File: src/rtl/qct_pkg.sv
`timescale 1ns / 1ps

package qct_pkg;

    // Field widths
    localparam int CMD_W    = 2;
    localparam int ID_W     = 5;
    localparam int TS_W     = 64;
    localparam int STATUS_W = 2;
    localparam int GEN_W    = 64;
    localparam int AST_W    = 2;
    localparam int MINI_W   = 25;
    localparam int PHASE_W  = 2;

    localparam int DEF_NUM_CPUS = 32;
    localparam logic [MINI_W-1:0] MIN_INTERVAL_RST = MINI_W'(96000);

    // Event kinds
    localparam logic [CMD_W-1:0] CMD_JOIN     = 2'd0;
    localparam logic [CMD_W-1:0] CMD_ACTIVATE = 2'd1;
    localparam logic [CMD_W-1:0] CMD_LEAVE    = 2'd2;
    localparam logic [CMD_W-1:0] CMD_CHECKIN  = 2'd3;

    // Per-processor phase
    localparam logic [PHASE_W-1:0] PH_NONE    = 2'd0;
    localparam logic [PHASE_W-1:0] PH_PENDING = 2'd1;
    localparam logic [PHASE_W-1:0] PH_JOINED  = 2'd2;
    localparam logic [PHASE_W-1:0] PH_LEFT    = 2'd3;

    // Result status
    localparam logic [STATUS_W-1:0] ST_APPLIED = 2'd0;
    localparam logic [STATUS_W-1:0] ST_SKIPPED = 2'd1;
    localparam logic [STATUS_W-1:0] ST_ERROR   = 2'd2;

    // Callback request
    localparam logic [AST_W-1:0] AST_NONE   = 2'd0;
    localparam logic [AST_W-1:0] AST_ARM    = 2'd1;
    localparam logic [AST_W-1:0] AST_DISARM = 2'd2;

    // What the state store shows for the addressed processor
    typedef struct packed {
        logic               in_range;
        logic [PHASE_W-1:0] phase;
        logic               bit_exp;
        logic               bit_chk;
        logic               empty;     // both masks all zero
        logic               done;      // expected == checked-in
        logic               done_wo;   // equal outside this processor's bit
    } qct_view_t;

    // State updates decided for one event
    typedef struct packed {
        logic               ph_we;
        logic [PHASE_W-1:0] ph_val;
        logic               time_we;
        logic               exp_set;
        logic               exp_clr;
        logic               chk_set;
        logic               chk_clr;
        logic               commit;
    } qct_upd_t;

    typedef struct packed {
        logic [STATUS_W-1:0] status;
        logic                committed;
        logic [AST_W-1:0]    ast;
    } qct_res_t;

endpackage

File: src/rtl/qct_if.sv
`timescale 1ns / 1ps

// Event channel
interface qct_req_if;
    import qct_pkg::*;

    logic              valid;
    logic              ready;
    logic [CMD_W-1:0]  cmd;
    logic [ID_W-1:0]   cpu_id;
    logic [TS_W-1:0]   timestamp;

    modport source (output valid, cmd, cpu_id, timestamp, input ready);
    modport sink   (input valid, cmd, cpu_id, timestamp, output ready);
endinterface

// Result channel
interface qct_rsp_if;
    import qct_pkg::*;

    logic                valid;
    logic                ready;
    logic [STATUS_W-1:0] status;
    logic                committed;
    logic [GEN_W-1:0]    generation;
    logic [AST_W-1:0]    ast_request;

    modport source (output valid, status, committed, generation, ast_request, input ready);
    modport sink   (input valid, status, committed, generation, ast_request, output ready);
endinterface

File: src/rtl/quiescent_checkin_tracker_unit.sv
`timescale 1ns / 1ps

// Channel | Dir | Fields
// --------+-----+------------------------------------------------
// req     | in  | cmd[1:0], cpu_id[4:0], timestamp[63:0]
// rsp     | out | status[1:0], committed, generation[63:0], ast_request[1:0]
// cfg     | in  | cfg_wr_en, cfg_wr_data[24:0] (min_interval)
//
// One word per cycle sustained while the result side does not stall: a word is
// registered in the input stage, then evaluated, and the state is updated as the
// result register is loaded. The result is registered behind the input register.
// Reset (rst_n, asynchronous) clears all tracker state; min_interval returns to 96000.
// A stalled result holds the evaluation stage; req.ready stays high while
// the result register can drain or is empty.
module quiescent_checkin_tracker_unit #(
    parameter int NUM_CPUS = qct_pkg::DEF_NUM_CPUS
) (
    input  logic                           clk,
    input  logic                           rst_n,
    qct_req_if.sink                        req,
    qct_rsp_if.source                      rsp,
    input  logic                           cfg_wr_en,
    input  logic [qct_pkg::MINI_W-1:0]     cfg_wr_data
);
    import qct_pkg::*;

    logic                in_valid_reg;
    logic [CMD_W-1:0]    in_cmd_reg;
    logic [ID_W-1:0]     in_id_reg;
    logic [TS_W-1:0]     in_ts_reg;
    logic [MINI_W-1:0]   min_interval_reg;

    logic                out_valid_reg, out_valid_next;
    logic [STATUS_W-1:0] out_status_reg;
    logic                out_committed_reg;
    logic [GEN_W-1:0]    out_gen_reg;
    logic [AST_W-1:0]    out_ast_reg;

    logic                advance;
    logic                proc;
    qct_view_t           view;
    qct_upd_t            upd;
    qct_res_t            res;
    logic [TS_W-1:0]     last_time;
    logic [GEN_W-1:0]    gen_cur;
    logic [GEN_W-1:0]    gen_after;

    // Handshake
    assign advance   = !out_valid_reg || rsp.ready;
    assign proc      = in_valid_reg && advance;
    assign req.ready = !in_valid_reg || advance;

    assign out_valid_next = proc ? 1'b1 : (rsp.ready ? 1'b0 : out_valid_reg);

    // Configuration register
    always_ff @(posedge clk or negedge rst_n)
    begin
        if (!rst_n)
            min_interval_reg <= MIN_INTERVAL_RST;
        else if (cfg_wr_en)
            min_interval_reg <= cfg_wr_data;
    end

    // Input stage
    always_ff @(posedge clk or negedge rst_n)
    begin
        if (!rst_n)
            in_valid_reg <= 1'b0;
        else if (req.ready)
            in_valid_reg <= req.valid;
    end

    always_ff @(posedge clk)
    begin
        if (req.valid && req.ready)
        begin
            in_cmd_reg <= req.cmd;
            in_id_reg  <= req.cpu_id;
            in_ts_reg  <= req.timestamp;
        end
    end

    qct_state #(
        .NUM_CPUS (NUM_CPUS)
    ) u_state (
        .clk       (clk),
        .rst_n     (rst_n),
        .apply     (proc),
        .cpu_id    (in_id_reg),
        .timestamp (in_ts_reg),
        .upd       (upd),
        .view      (view),
        .last_time (last_time),
        .gen_cur   (gen_cur),
        .gen_after (gen_after)
    );

    qct_eval u_eval (
        .cmd          (in_cmd_reg),
        .timestamp    (in_ts_reg),
        .min_interval (min_interval_reg),
        .last_time    (last_time),
        .view         (view),
        .res          (res),
        .upd          (upd)
    );

    // Result stage
    always_ff @(posedge clk or negedge rst_n)
    begin
        if (!rst_n)
            out_valid_reg <= 1'b0;
        else
            out_valid_reg <= out_valid_next;
    end

    always_ff @(posedge clk)
    begin
        if (proc)
        begin
            out_status_reg    <= res.status;
            out_committed_reg <= res.committed;
            out_gen_reg       <= gen_after;
            out_ast_reg       <= res.ast;
        end
    end

    assign rsp.valid       = out_valid_reg;
    assign rsp.status      = out_status_reg;
    assign rsp.committed   = out_committed_reg;
    assign rsp.generation  = out_gen_reg;
    assign rsp.ast_request = out_ast_reg;

`ifndef SYNTHESIS
    // Generation moves by one exactly on an evaluated commit
    a_gen_step: assert property (@(posedge clk) disable iff (!rst_n)
        proc && upd.commit |=> gen_cur == $past(gen_cur) + 64'd1)
        else $error("generation did not advance on commit");

    a_gen_hold: assert property (@(posedge clk) disable iff (!rst_n)
        !(proc && upd.commit) |=> $stable(gen_cur))
        else $error("generation changed without commit");

    // A fresh result always comes from a held input word
    a_out_src: assert property (@(posedge clk) disable iff (!rst_n)
        $rose(out_valid_reg) |-> $past(in_valid_reg))
        else $error("result appeared with no word in the input stage");

    // Errors and skips never commit
    a_err_quiet: assert property (@(posedge clk) disable iff (!rst_n)
        out_valid_reg && out_status_reg != ST_APPLIED |-> !out_committed_reg)
        else $error("commit reported on a non-applied event");

    // Input stage holds while the result side is stalled
    a_in_hold: assert property (@(posedge clk) disable iff (!rst_n)
        in_valid_reg && !advance |=> in_valid_reg && $stable(in_ts_reg) && $stable(in_id_reg))
        else $error("input stage lost a stalled word");
`endif

endmodule

File: src/rtl/qct_eval.sv
`timescale 1ns / 1ps

// Decision logic for one event: result fields and the state updates it causes
module qct_eval (
    input  logic [qct_pkg::CMD_W-1:0]  cmd,
    input  logic [qct_pkg::TS_W-1:0]   timestamp,
    input  logic [qct_pkg::MINI_W-1:0] min_interval,
    input  logic [qct_pkg::TS_W-1:0]   last_time,
    input  qct_pkg::qct_view_t         view,
    output qct_pkg::qct_res_t          res,
    output qct_pkg::qct_upd_t          upd
);
    import qct_pkg::*;

    logic [TS_W-1:0] elapsed;
    logic            too_soon;
    logic            mine;

    // Wrapping interval test
    assign elapsed  = timestamp - last_time;
    assign too_soon = elapsed <= {{(TS_W-MINI_W){1'b0}}, min_interval};
    assign mine     = view.bit_exp | view.bit_chk;

    always_comb
    begin
        res = '{status: ST_APPLIED, committed: 1'b0, ast: AST_NONE};
        upd = '0;
        if (!view.in_range)
        begin
            res.status = ST_ERROR;
        end
        else
        begin
            case (cmd)
                CMD_JOIN:
                begin
                    if ((view.phase != PH_NONE && view.phase != PH_LEFT) || mine)
                    begin
                        res.status = ST_ERROR;
                    end
                    else
                    begin
                        upd.ph_we  = 1'b1;
                        upd.ph_val = PH_PENDING;
                        res.ast    = AST_ARM;
                    end
                end
                CMD_ACTIVATE:
                begin
                    if (view.phase != PH_PENDING || mine)
                    begin
                        res.status = ST_ERROR;
                    end
                    else
                    begin
                        upd.ph_we   = 1'b1;
                        upd.ph_val  = PH_JOINED;
                        upd.time_we = 1'b1;
                        upd.exp_set = 1'b1;
                        // first member of an empty round only expects
                        upd.chk_set = !view.empty;
                    end
                end
                CMD_LEAVE:
                begin
                    if (view.phase == PH_PENDING)
                    begin
                        upd.ph_we  = 1'b1;
                        upd.ph_val = PH_LEFT;
                        res.ast    = AST_DISARM;
                    end
                    else if (view.phase != PH_JOINED || !view.bit_exp)
                    begin
                        res.status = ST_ERROR;
                    end
                    else
                    begin
                        upd.ph_we     = 1'b1;
                        upd.ph_val    = PH_LEFT;
                        upd.time_we   = 1'b1;
                        upd.exp_clr   = 1'b1;
                        upd.chk_clr   = 1'b1;
                        upd.commit    = !view.done && view.done_wo;
                        res.committed = upd.commit;
                        res.ast       = AST_DISARM;
                    end
                end
                default:
                begin
                    // checkin
                    if (view.phase == PH_NONE)
                    begin
                        res.status = ST_ERROR;
                    end
                    else if (view.phase != PH_JOINED || too_soon)
                    begin
                        res.status = ST_SKIPPED;
                    end
                    else if (!view.bit_exp)
                    begin
                        res.status = ST_ERROR;
                    end
                    else
                    begin
                        upd.time_we = 1'b1;
                        if (view.bit_chk)
                        begin
                            res.status = ST_SKIPPED;
                        end
                        else
                        begin
                            upd.chk_set   = 1'b1;
                            upd.commit    = view.done_wo;
                            res.committed = view.done_wo;
                        end
                    end
                end
            endcase
        end
    end

endmodule

File: src/rtl/qct_state.sv
`timescale 1ns / 1ps

// Per-processor phase and checkin time, round masks and generation counter
module qct_state #(
    parameter int NUM_CPUS = qct_pkg::DEF_NUM_CPUS
) (
    input  logic                        clk,
    input  logic                        rst_n,
    input  logic                        apply,
    input  logic [qct_pkg::ID_W-1:0]    cpu_id,
    input  logic [qct_pkg::TS_W-1:0]    timestamp,
    input  qct_pkg::qct_upd_t           upd,
    output qct_pkg::qct_view_t          view,
    output logic [qct_pkg::TS_W-1:0]    last_time,
    output logic [qct_pkg::GEN_W-1:0]   gen_cur,
    output logic [qct_pkg::GEN_W-1:0]   gen_after
);
    import qct_pkg::*;

    localparam int IDX_W = (NUM_CPUS > 1) ? $clog2(NUM_CPUS) : 1;
    localparam logic [ID_W:0] NCPU = (ID_W+1)'(NUM_CPUS);

    logic [PHASE_W-1:0]  phase_reg [NUM_CPUS];
    logic [TS_W-1:0]     time_reg  [NUM_CPUS];
    logic [NUM_CPUS-1:0] exp_reg, exp_next;
    logic [NUM_CPUS-1:0] chk_reg, chk_next;
    logic [GEN_W-1:0]    gen_reg;

    logic [IDX_W-1:0]    idx;
    logic [NUM_CPUS-1:0] onehot;
    logic                wr;

    assign idx    = cpu_id[IDX_W-1:0];
    assign onehot = {{(NUM_CPUS-1){1'b0}}, 1'b1} << idx;
    assign wr     = apply && view.in_range;

    // Read side
    always_comb
    begin
        view.in_range = {1'b0, cpu_id} < NCPU;
        view.phase    = phase_reg[idx];
        view.bit_exp  = |(exp_reg & onehot);
        view.bit_chk  = |(chk_reg & onehot);
        view.empty    = (exp_reg == '0) && (chk_reg == '0);
        view.done     = exp_reg == chk_reg;
        view.done_wo  = ((exp_reg ^ chk_reg) & ~onehot) == '0;
    end

    assign last_time = time_reg[idx];
    assign gen_cur   = gen_reg;
    assign gen_after = gen_reg + {{(GEN_W-1){1'b0}}, upd.commit};

    // Mask updates; a commit clears the whole checked-in mask
    always_comb
    begin
        exp_next = exp_reg;
        chk_next = chk_reg;
        if (wr)
        begin
            if (upd.exp_set)
                exp_next = exp_next | onehot;
            if (upd.exp_clr)
                exp_next = exp_next & ~onehot;
            if (upd.chk_set)
                chk_next = chk_next | onehot;
            if (upd.chk_clr)
                chk_next = chk_next & ~onehot;
            if (upd.commit)
                chk_next = '0;
        end
    end

    always_ff @(posedge clk or negedge rst_n)
    begin
        if (!rst_n)
        begin
            exp_reg <= '0;
            chk_reg <= '0;
            gen_reg <= '0;
        end
        else
        begin
            exp_reg <= exp_next;
            chk_reg <= chk_next;
            if (wr)
                gen_reg <= gen_after;
        end
    end

    // Per-entry phase and time registers
    always_ff @(posedge clk or negedge rst_n)
    begin
        if (!rst_n)
        begin
            for (int i = 0; i < NUM_CPUS; i++)
            begin
                phase_reg[i] <= PH_NONE;
                time_reg[i]  <= '0;
            end
        end
        else
        begin
            for (int i = 0; i < NUM_CPUS; i++)
            begin
                if (wr && upd.ph_we && idx == IDX_W'(i))
                    phase_reg[i] <= upd.ph_val;
                if (wr && upd.time_we && idx == IDX_W'(i))
                    time_reg[i] <= timestamp;
            end
        end
    end

endmodule

File: src/flat_wrapper.sv
// flat-port wrapper written by rule: the top's interface ports become plain ports
module quiescent_checkin_tracker_unit_flat import qct_pkg::*;
#(
    parameter int NUM_CPUS = qct_pkg::DEF_NUM_CPUS
)
  (clk, rst_n, cfg_wr_en, cfg_wr_data, req_valid, req_cmd, req_cpu_id, req_timestamp, req_ready, rsp_valid, rsp_status, rsp_committed, rsp_generation, rsp_ast_request, rsp_ready);
  qct_req_if req_i ();
  qct_rsp_if rsp_i ();
  input  logic clk;
  input  logic rst_n;
  input  logic cfg_wr_en;
  input  logic [qct_pkg::MINI_W-1:0] cfg_wr_data;
  input wire logic [$bits(req_i.valid)-1:0] req_valid;
  input wire logic [$bits(req_i.cmd)-1:0] req_cmd;
  input wire logic [$bits(req_i.cpu_id)-1:0] req_cpu_id;
  input wire logic [$bits(req_i.timestamp)-1:0] req_timestamp;
  output wire logic [$bits(req_i.ready)-1:0] req_ready;
  output wire logic [$bits(rsp_i.valid)-1:0] rsp_valid;
  output wire logic [$bits(rsp_i.status)-1:0] rsp_status;
  output wire logic [$bits(rsp_i.committed)-1:0] rsp_committed;
  output wire logic [$bits(rsp_i.generation)-1:0] rsp_generation;
  output wire logic [$bits(rsp_i.ast_request)-1:0] rsp_ast_request;
  input wire logic [$bits(rsp_i.ready)-1:0] rsp_ready;
  assign req_i.valid = req_valid;
  assign req_i.cmd = req_cmd;
  assign req_i.cpu_id = req_cpu_id;
  assign req_i.timestamp = req_timestamp;
  assign req_ready = req_i.ready;
  assign rsp_valid = rsp_i.valid;
  assign rsp_status = rsp_i.status;
  assign rsp_committed = rsp_i.committed;
  assign rsp_generation = rsp_i.generation;
  assign rsp_ast_request = rsp_i.ast_request;
  assign rsp_i.ready = rsp_ready;
  quiescent_checkin_tracker_unit #(.NUM_CPUS(NUM_CPUS)) u_core (.clk(clk), .rst_n(rst_n), .req(req_i), .rsp(rsp_i), .cfg_wr_en(cfg_wr_en), .cfg_wr_data(cfg_wr_data));
endmodule
File: config.mk
export PLATFORM = sky130hd
export DESIGN_NAME = quiescent_checkin_tracker_unit_flat
export DESIGN_NICKNAME = d
export VERILOG_FILES = /design/src/rtl/qct_pkg.sv /design/src/rtl/qct_if.sv /design/src/rtl/quiescent_checkin_tracker_unit.sv /design/src/rtl/qct_eval.sv /design/src/rtl/qct_state.sv /design/src/flat_wrapper.sv
export SDC_FILE = /design/constraint.sdc
export NUM_CORES = 2
export LEC_CHECK = 0
export ABC_CLOCK_PERIOD_IN_PS = 9400
export BUFFER_PORTS_ARGS = -buffer_cell sky130_fd_sc_hd__buf_2
export CAP_MARGIN = 20
export CORE_UTILIZATION = 45
export CTS_CLUSTER_SIZE = 24
export DETAILED_ROUTE_END_ITERATION = 10
export HOLD_SLACK_MARGIN = 0.05
export PLACE_DENSITY_LB_ADDON = 0.15
export SLEW_MARGIN = 5
export SYNTH_ARGS = -nofsm -noshare
export SYNTH_HDL_FRONTEND = slang
export SYNTH_SLANG_ARGS = --single-unit
File: constraint.sdc
create_clock -name clk -period 9.4 [get_ports clk]
set_input_delay 0.47 -clock clk [delete_from_list [all_inputs] [get_ports clk]]
set_output_delay 0.47 -clock clk [all_outputs]
set_load 0.02 [all_outputs]
# After elaboration in Yosys (flattened, before gate mapping)
# Index checks and enable logic that the tools add are counted.
# op_classes
n_lt_le_gt_ge,2
reduce_logical,94
shifts,1
eq_ne,38
bitwise_logic,11
muxes,57
add_sub_neg,2
# ops
operator,count
$bmux 64 s5,1
$mux 32,7
$and 32x32->32,5
$mux 64,2
$logic_not 32->1,3
$eq 5x5->1 const B,16
$logic_and 1x1->1,71
$add 64x1->64,1
$le 64x25->1,1
$or 32x32->32,2
$reduce_or 32->1,2
$sub 64x64->64,1
$eq 5x4->1 const B,8
$eq 32x32->1,1
$not 32->32,1
$shl 1x5->32 const A,1
$xor 32x32->32,1
$mux 1,22
$mux 2,11
$eq 5x3->1 const B,4
$mux 3,4
$bmux 2 s5,1
$eq 5x2->1 const B,2
$pmux 3 s3,1
other kinds (20),36
# totals
output_inout_bits,71
wordCells,282
ff_bits,2407

# Logic depth before layout (Yosys ltp)
# logic_depth
ltp_word,15
ltp_mapped,47

# By module
# A second synthesis with hierarchy kept.
# unflattened
hier_cells,8214
area_unflattened_um2,115622.1
# modules_own_cells
mod,n_inst,cells_per_inst,seq_area_each_um2,area_each_um2
qct_state,1,7076,56053.8,104308.8
qct_eval,1,937,0.0,5978.2
quiescent_checkin_tracker_unit,1,201,4888.4,5335.1

# Worst setup path before layout
# No wires, ideal clock.
# synth_path
kind,register to register
start,register u_core.in_id_reg[0]
end,"register u_core.out_gen_reg[60], in the netlist u_core.rsp.generation[60] (data pin)"
setup_time_ps,261
period_less_slack_ps,10132
slack_ps,-732
t_arrival_ps,9871
stages_incl_launch_ff,46
cell_sequence,edfxtp_1 buf_2 buf_6 buf_2 buf_2 clkbuf_1 buf_1 mux4_2 mux4_2 mux2_2 ha_1 fa_1 nand2b_1 a21oi_2 o2111ai_2 a31o_2 xnor2_1 ha_1 [... 10 more ...] clkbuf_1 inv_1 ha_1 ha_1 nand3_1 nor3_2 nand4bb_1 or2_1 clkbuf_1 nor4_2 and4_1 and3_1 and3_1 and3_1 clkbuf_1 nand2_1 nor2_1 xor2_1
# synth_via
elab_chain_len,11
elab_cells_between_ends,32
# synth_lines
element,line_no,source
start: declaration,quiescent_checkin_tracker_unit.sv:29,logic [ID_W-1:0] in_id_reg;
start signal: assignment,quiescent_checkin_tracker_unit.sv:78,in_id_reg <= req.cpu_id;
$not 5->6 (not written as such),"qct_state.sv:41, qct_state.sv:49",
$bmux 64 s5,qct_state.sv:49,assign last_time = time_reg[idx];
$mux 64 (not written as such) (2 in series),qct_state.sv:49,
$sub 64x64->64,qct_eval.sv:20,assign elapsed = timestamp - last_time;
$le 64x25->1,qct_eval.sv:21,"assign too_soon = elapsed <= {{(TS_W-MINI_W){1'b0}}, min_interval};"
$logic_or 1x1->1,qct_eval.sv:95,else if (view.phase != PH_JOINED || too_soon)
$mux 1,qct_eval.sv:95,
$mux 1,qct_eval.sv:91,if (view.phase == PH_NONE)
$pmux 1 s2 *,qct_eval.sv:34,case (cmd)
$add 64x1->64 *,qct_state.sv:51,"assign gen_after = gen_reg + {{(GEN_W-1){1'b0}}, upd.commit};"
via u_core.gen_after[60],quiescent_checkin_tracker_unit.sv:46,logic [GEN_W-1:0] gen_after;
end signal: assignment,quiescent_checkin_tracker_unit.sv:123,out_gen_reg <= gen_after;
end: declaration,quiescent_checkin_tracker_unit.sv:36,logic [GEN_W-1:0] out_gen_reg;
# Mark *: on every way through the listed nets, which the timed path passes. The rest lies on a longest branch. The select of a mux whose other input is x is not followed.
# A chain may end at the register's enable or synchronous reset.

# Worst setup path in the final report
# layout_path
start,register u_core.in_id_reg[0]
end,"register u_core.out_gen_reg[58], in the netlist u_core.rsp.generation[58] (data pin)"
# Same word-level chain as after synthesis.

==> results.md <==
GRT:
- The number of global-route vias before repair is 74646.
- The maximum number of pins on one net before global-route repair is 179.
- The initial antenna violation count was 3.
- The total global-route track usage is 0.266.
- The wire length of the first global-routing pass is ~540000 µm.
- For this run the aggregate overflow at the end of global routing stands at 0.

Timing:
- The final worst hold slack is 0.167 ns.
- The actual slew at the worst max-slew pin is 1.08 ns.
- The final critical-path share of the clock period is 0.966.
- Across the routed clock network, the largest skew measured is 0.0745 ns.
- The maximum clock frequency is roughly 110 MHz.
- The worst path needs a little over 9 ns of the cycle, external delays included.
- The hold violation total from the final report came to 0.
- The max-slew violation count is 0.
- In this run the tightest slew margin relative to its limit is 0.281.
- Setup violations remaining at the end of the flow were counted as 0.
- The accumulated negative setup slack is 0 ns.

Pwr:
- Summing internal, switching and leakage power gives 23300 µW.
- Of the total power, the clock network draws 0.480.
- The sequential group share of total power is 0.454.
- The share of total power dissipated in combinational logic is 0.066.
- VDD sags by at most 0.136 mV.
- The power density over the cells is about 170 nW/µm².
- Summed over all nets, the switching power comes to 5640 µW.
- The analysis attributes to cell leakage a power of 0.0637 µW.
- The switching fraction of total power is 0.243.
- The internal portion of the total power is about 18000 µW.

Critical path:
- The combined buffer and inverter count along the critical path is 9.
- The category of the worst setup path capture point is a register.
- The worst setup path is of the register to register kind.
- Among all stages on the critical path, the largest delay is contributed by sky130_fd_sc_hd__mux4_2.
- The required time at the endpoint of the critical path is between 10 and 15 ns.
- Across all register-to-register paths, the minimum setup slack is 0.32 ns.
- The highest fanout seen on the critical path is 6.
- The cell family with the largest share of critical-path delay is simple AND/OR/NAND/NOR gates.
- STA classifies the critical path startpoint as a register.
- The worst path arrival time is just under 10 ns.
- The maximum single-stage delay on the critical path is roughly 0.52 ns.

Floorplanning:
- From left edge to right edge, the die measures 522 µm.
- The area of the die is 272000 µm².
- The floorplan step set the die height to 522 µm.
- The initial standard-cell utilization of the core is 0.453.
- The total area inside the core boundary comes to 268000 µm².
- The number of ports placed on the die boundary is 172.
- After floorplanning, the core was divided into 190 placement rows.

Yosys:
- Synthesis produced a netlist with a net count of 7848.
- The average size of a mapped cell is 15.9 µm².
- After technology mapping, the gate count stands at 7652.
- The number of warnings reported in the yosys synthesis log is 0.
- The synthesized design contains 2407 register bits.
- The prevailing post-synth register cell is sky130_fd_sc_hd__dfrtp_1.
- The cell area after synthesis is 122000 µm².
- The number of flops mapped to enable cells by yosys is 140.
- Counting flops with an async set or reset pin after synthesis yields a share of 0.942.
- The sequential element share of the synthesized area is 0.501.
- The netlist uses 99 different library cells.

Placement:
- The post-DP HPWL is 216000 µm.
- In this run the tool buffered the top-level ports with roughly 170 buffer cells.
- The final weighted congestion in routability-driven placement is just under 1.
- The placed cell area is 129000 µm².

Detailed routing:
- Across all layers, the routed design uses ~70000 vias.
- The routed via count divided by cell count is 5.89.
- The detailed router finished its first iteration with 6073 violations.
- After detailed routing, the total wire length is ~360000 µm.
- The total iterations of the first detailed-routing run is 7.
- In the routed design, unresolved DRC markers number 0.
- In the final routed layout, each cell accounts on average for 30.4 µm.
- Once detail routing completed, the nets flagged for antenna violations numbered 0.

Clock network:
- TritonCTS built the clock tree.
- The later pin in the worst-skew pair is clocked with a latency of 0.93 ns.
- The clock tree buffer depth is 4.
- For this design, the sink count on the clock tree is 2407.
- The clock tree synthesis step divided the H-tree into 5 levels.
- The tree is rooted in a sky130_fd_sc_hd__clkbuf_16.
- The number of buffers inserted during clock tree synthesis is 276.
- The clock-pin slew on the worst setup and hold paths is 0.06 ns.

Layout:
- The final non-filler cell area is 140000 µm².
- Summing all multi-input logic gate instances after layout gives approximately 57000 µm².
- Across the whole layout, storage elements account for ~61000 µm².
- Of the cells placed in the final design, the portion with a size suffix greater than 1 is 0.450.
- The signed area change from the synthesized netlist to the final layout is 15.0%.
- The flip-flop count of the largest register after layout is 2048.
- In the final design database the tool counted slightly above 8000 nets.
- The count of fill cells added during filler insertion is around 22000.

Job:
- Max-cap violations in this run came to 0.

Status:
- The flow ran to the end, and the final reports show no timing, DRC or antenna violations.

Hold path:
- The worst hold path class is primary input to register.
## logic make-up after synthesis
family / Yosys count / synth area share
muxes: 2793 / 0.374
adders and majority gates: 95 / 0.00984
buffers and inverters: 706 / 0.0340
DFF: 2407 / 0.501
xor gates and xnor gates: 195 / 0.0140
AOI/OAI and AO/OA: 625 / 0.0344
and+or+nand+nor: 831 / 0.0329
## cell usage after synthesis (57+ instances only)
| master | instances | area (µm²) |
|---|---|---|
| sky130_fd_sc_hd__a21oi_1 | 179 | 896 |
| sky130_fd_sc_hd__buf_1 | 59 | 221 |
| sky130_fd_sc_hd__buf_2 | 57 | 285 |
| sky130_fd_sc_hd__buf_6 | 182 | 2050 |
| sky130_fd_sc_hd__clkbuf_1 | 346 | 1300 |
| sky130_fd_sc_hd__dfrtp_1 | 2260 | 56600 |
| sky130_fd_sc_hd__edfxtp_1 | 140 | 4200 |
| sky130_fd_sc_hd__ha_1 | 94 | 1180 |
| sky130_fd_sc_hd__mux2_1 | 247 | 2780 |
| sky130_fd_sc_hd__mux2_4 | 1788 | 26800 |
| sky130_fd_sc_hd__mux2i_1 | 80 | 801 |
| sky130_fd_sc_hd__mux4_2 | 655 | 14800 |
| sky130_fd_sc_hd__nand2_1 | 326 | 1220 |
| sky130_fd_sc_hd__nand4_1 | 71 | 444 |
| sky130_fd_sc_hd__nor2_1 | 180 | 676 |
| sky130_fd_sc_hd__o21ai_0 | 157 | 786 |
| sky130_fd_sc_hd__xnor2_1 | 100 | 876 |
| sky130_fd_sc_hd__xor2_1 | 95 | 832 |
## worst paths after layout
| kind | depth (start not counted) | endpoint | startpoint |
|---|---|---|---|
| max in group asynchronous | 4 | u_core.u_state.time_reg[281]$_DFFE_PN0P_ | rst_n |
| min in group asynchronous | 2 | u_core.u_state.time_reg[707]$_DFFE_PN0P_ | rst_n |
| hold reg to reg | 2 | u_core.u_state.phase_reg[47]$_DFFE_PN0P_ | u_core.u_state.phase_reg[47]$_DFFE_PN0P_ |
| setup / recovery | 42 | u_core.rsp.generation[58]$_DFFE_PP_ | u_core.in_id_reg[0]$_DFFE_PP_ |
| setup reg to reg | 42 | u_core.rsp.generation[58]$_DFFE_PP_ | u_core.in_id_reg[0]$_DFFE_PP_ |
| hold / removal | 3 | u_core.min_interval_reg[8]$_DFFE_PN1P_ | cfg_wr_en |
## power groups by stage
stage | combinational [µW] | sequential, µW | clock [µW]
4_1_cts | 1530 | 10600 | 11400
3_3_place_gp | 1460 | 10700 | 0
2_1_floorplan | 721 | 10800 | 0
6_report | 1550 | 10600 | 11200
5_1_grt | 1660 | 10600 | 11800
3_5_place_dp | 1470 | 10700 | 0
## final cells by class
class                      count  area share
antenna                        3   0.0000537
clock buffer                 411      0.0579
clock inverter                83     0.00872
inverter                      58     0.00163
multi-input combinational   4539       0.407
sequential                  2407       0.436
tap                         3552      0.0318
timing repair buffer         840      0.0571
## metal layers
metal  GRT usage  vias up  wire, µm
met5           0        -         0
met4      0.0705        0      9570
met3      0.0295      501     16300
met2       0.413     1879    167000
met1       0.395    38281    169000
li1            -    29361         -
## cells in the final DEF, fill, tap and decap left out, drive strengths merged, types with 21 or more instances in the layout
cell and instances:
a21oi 217, and3 35, buf 730, bufinv 21, clkbuf 419, clkinv 41, dfrtp 2260, dlygate4sd3 100
edfxtp 140, ha 94, inv 71, mux2 2058, mux2i 80, mux4 655, nand2 326, nand3 48
nand4 73, nor2 180, nor3 29, nor4 38, o21ai 187, o2bb2ai 27, xnor2 100, xor2 95
## stage by stage
stage	instances	setup WS, ns	utilization
floorplan	7652	0.0341	-
global placement	11261	-0.540	0.479
detailed placement	11262	-0.501	0.479
CTS	11864	0.0218	0.518
global route	11893	-0.0461	0.521
finish	11893	0.319	0.521
## worst min-delay path, stage by stage
cell and delay, ns:
sky130_fd_sc_hd__buf_2 0.37, sky130_fd_sc_hd__nand2_1 0.13, sky130_fd_sc_hd__o21ai_0 0.08
## timing repair
item,CTS,global route
resized for setup,21,68
setup buffers,4,18
hold buffers,100,0
endpoints found under the setup margin,46,35
endpoints found under the hold margin,243,0
pin swaps,6,17
gates cloned,4,8
Power figures use the tool's default switching activity.
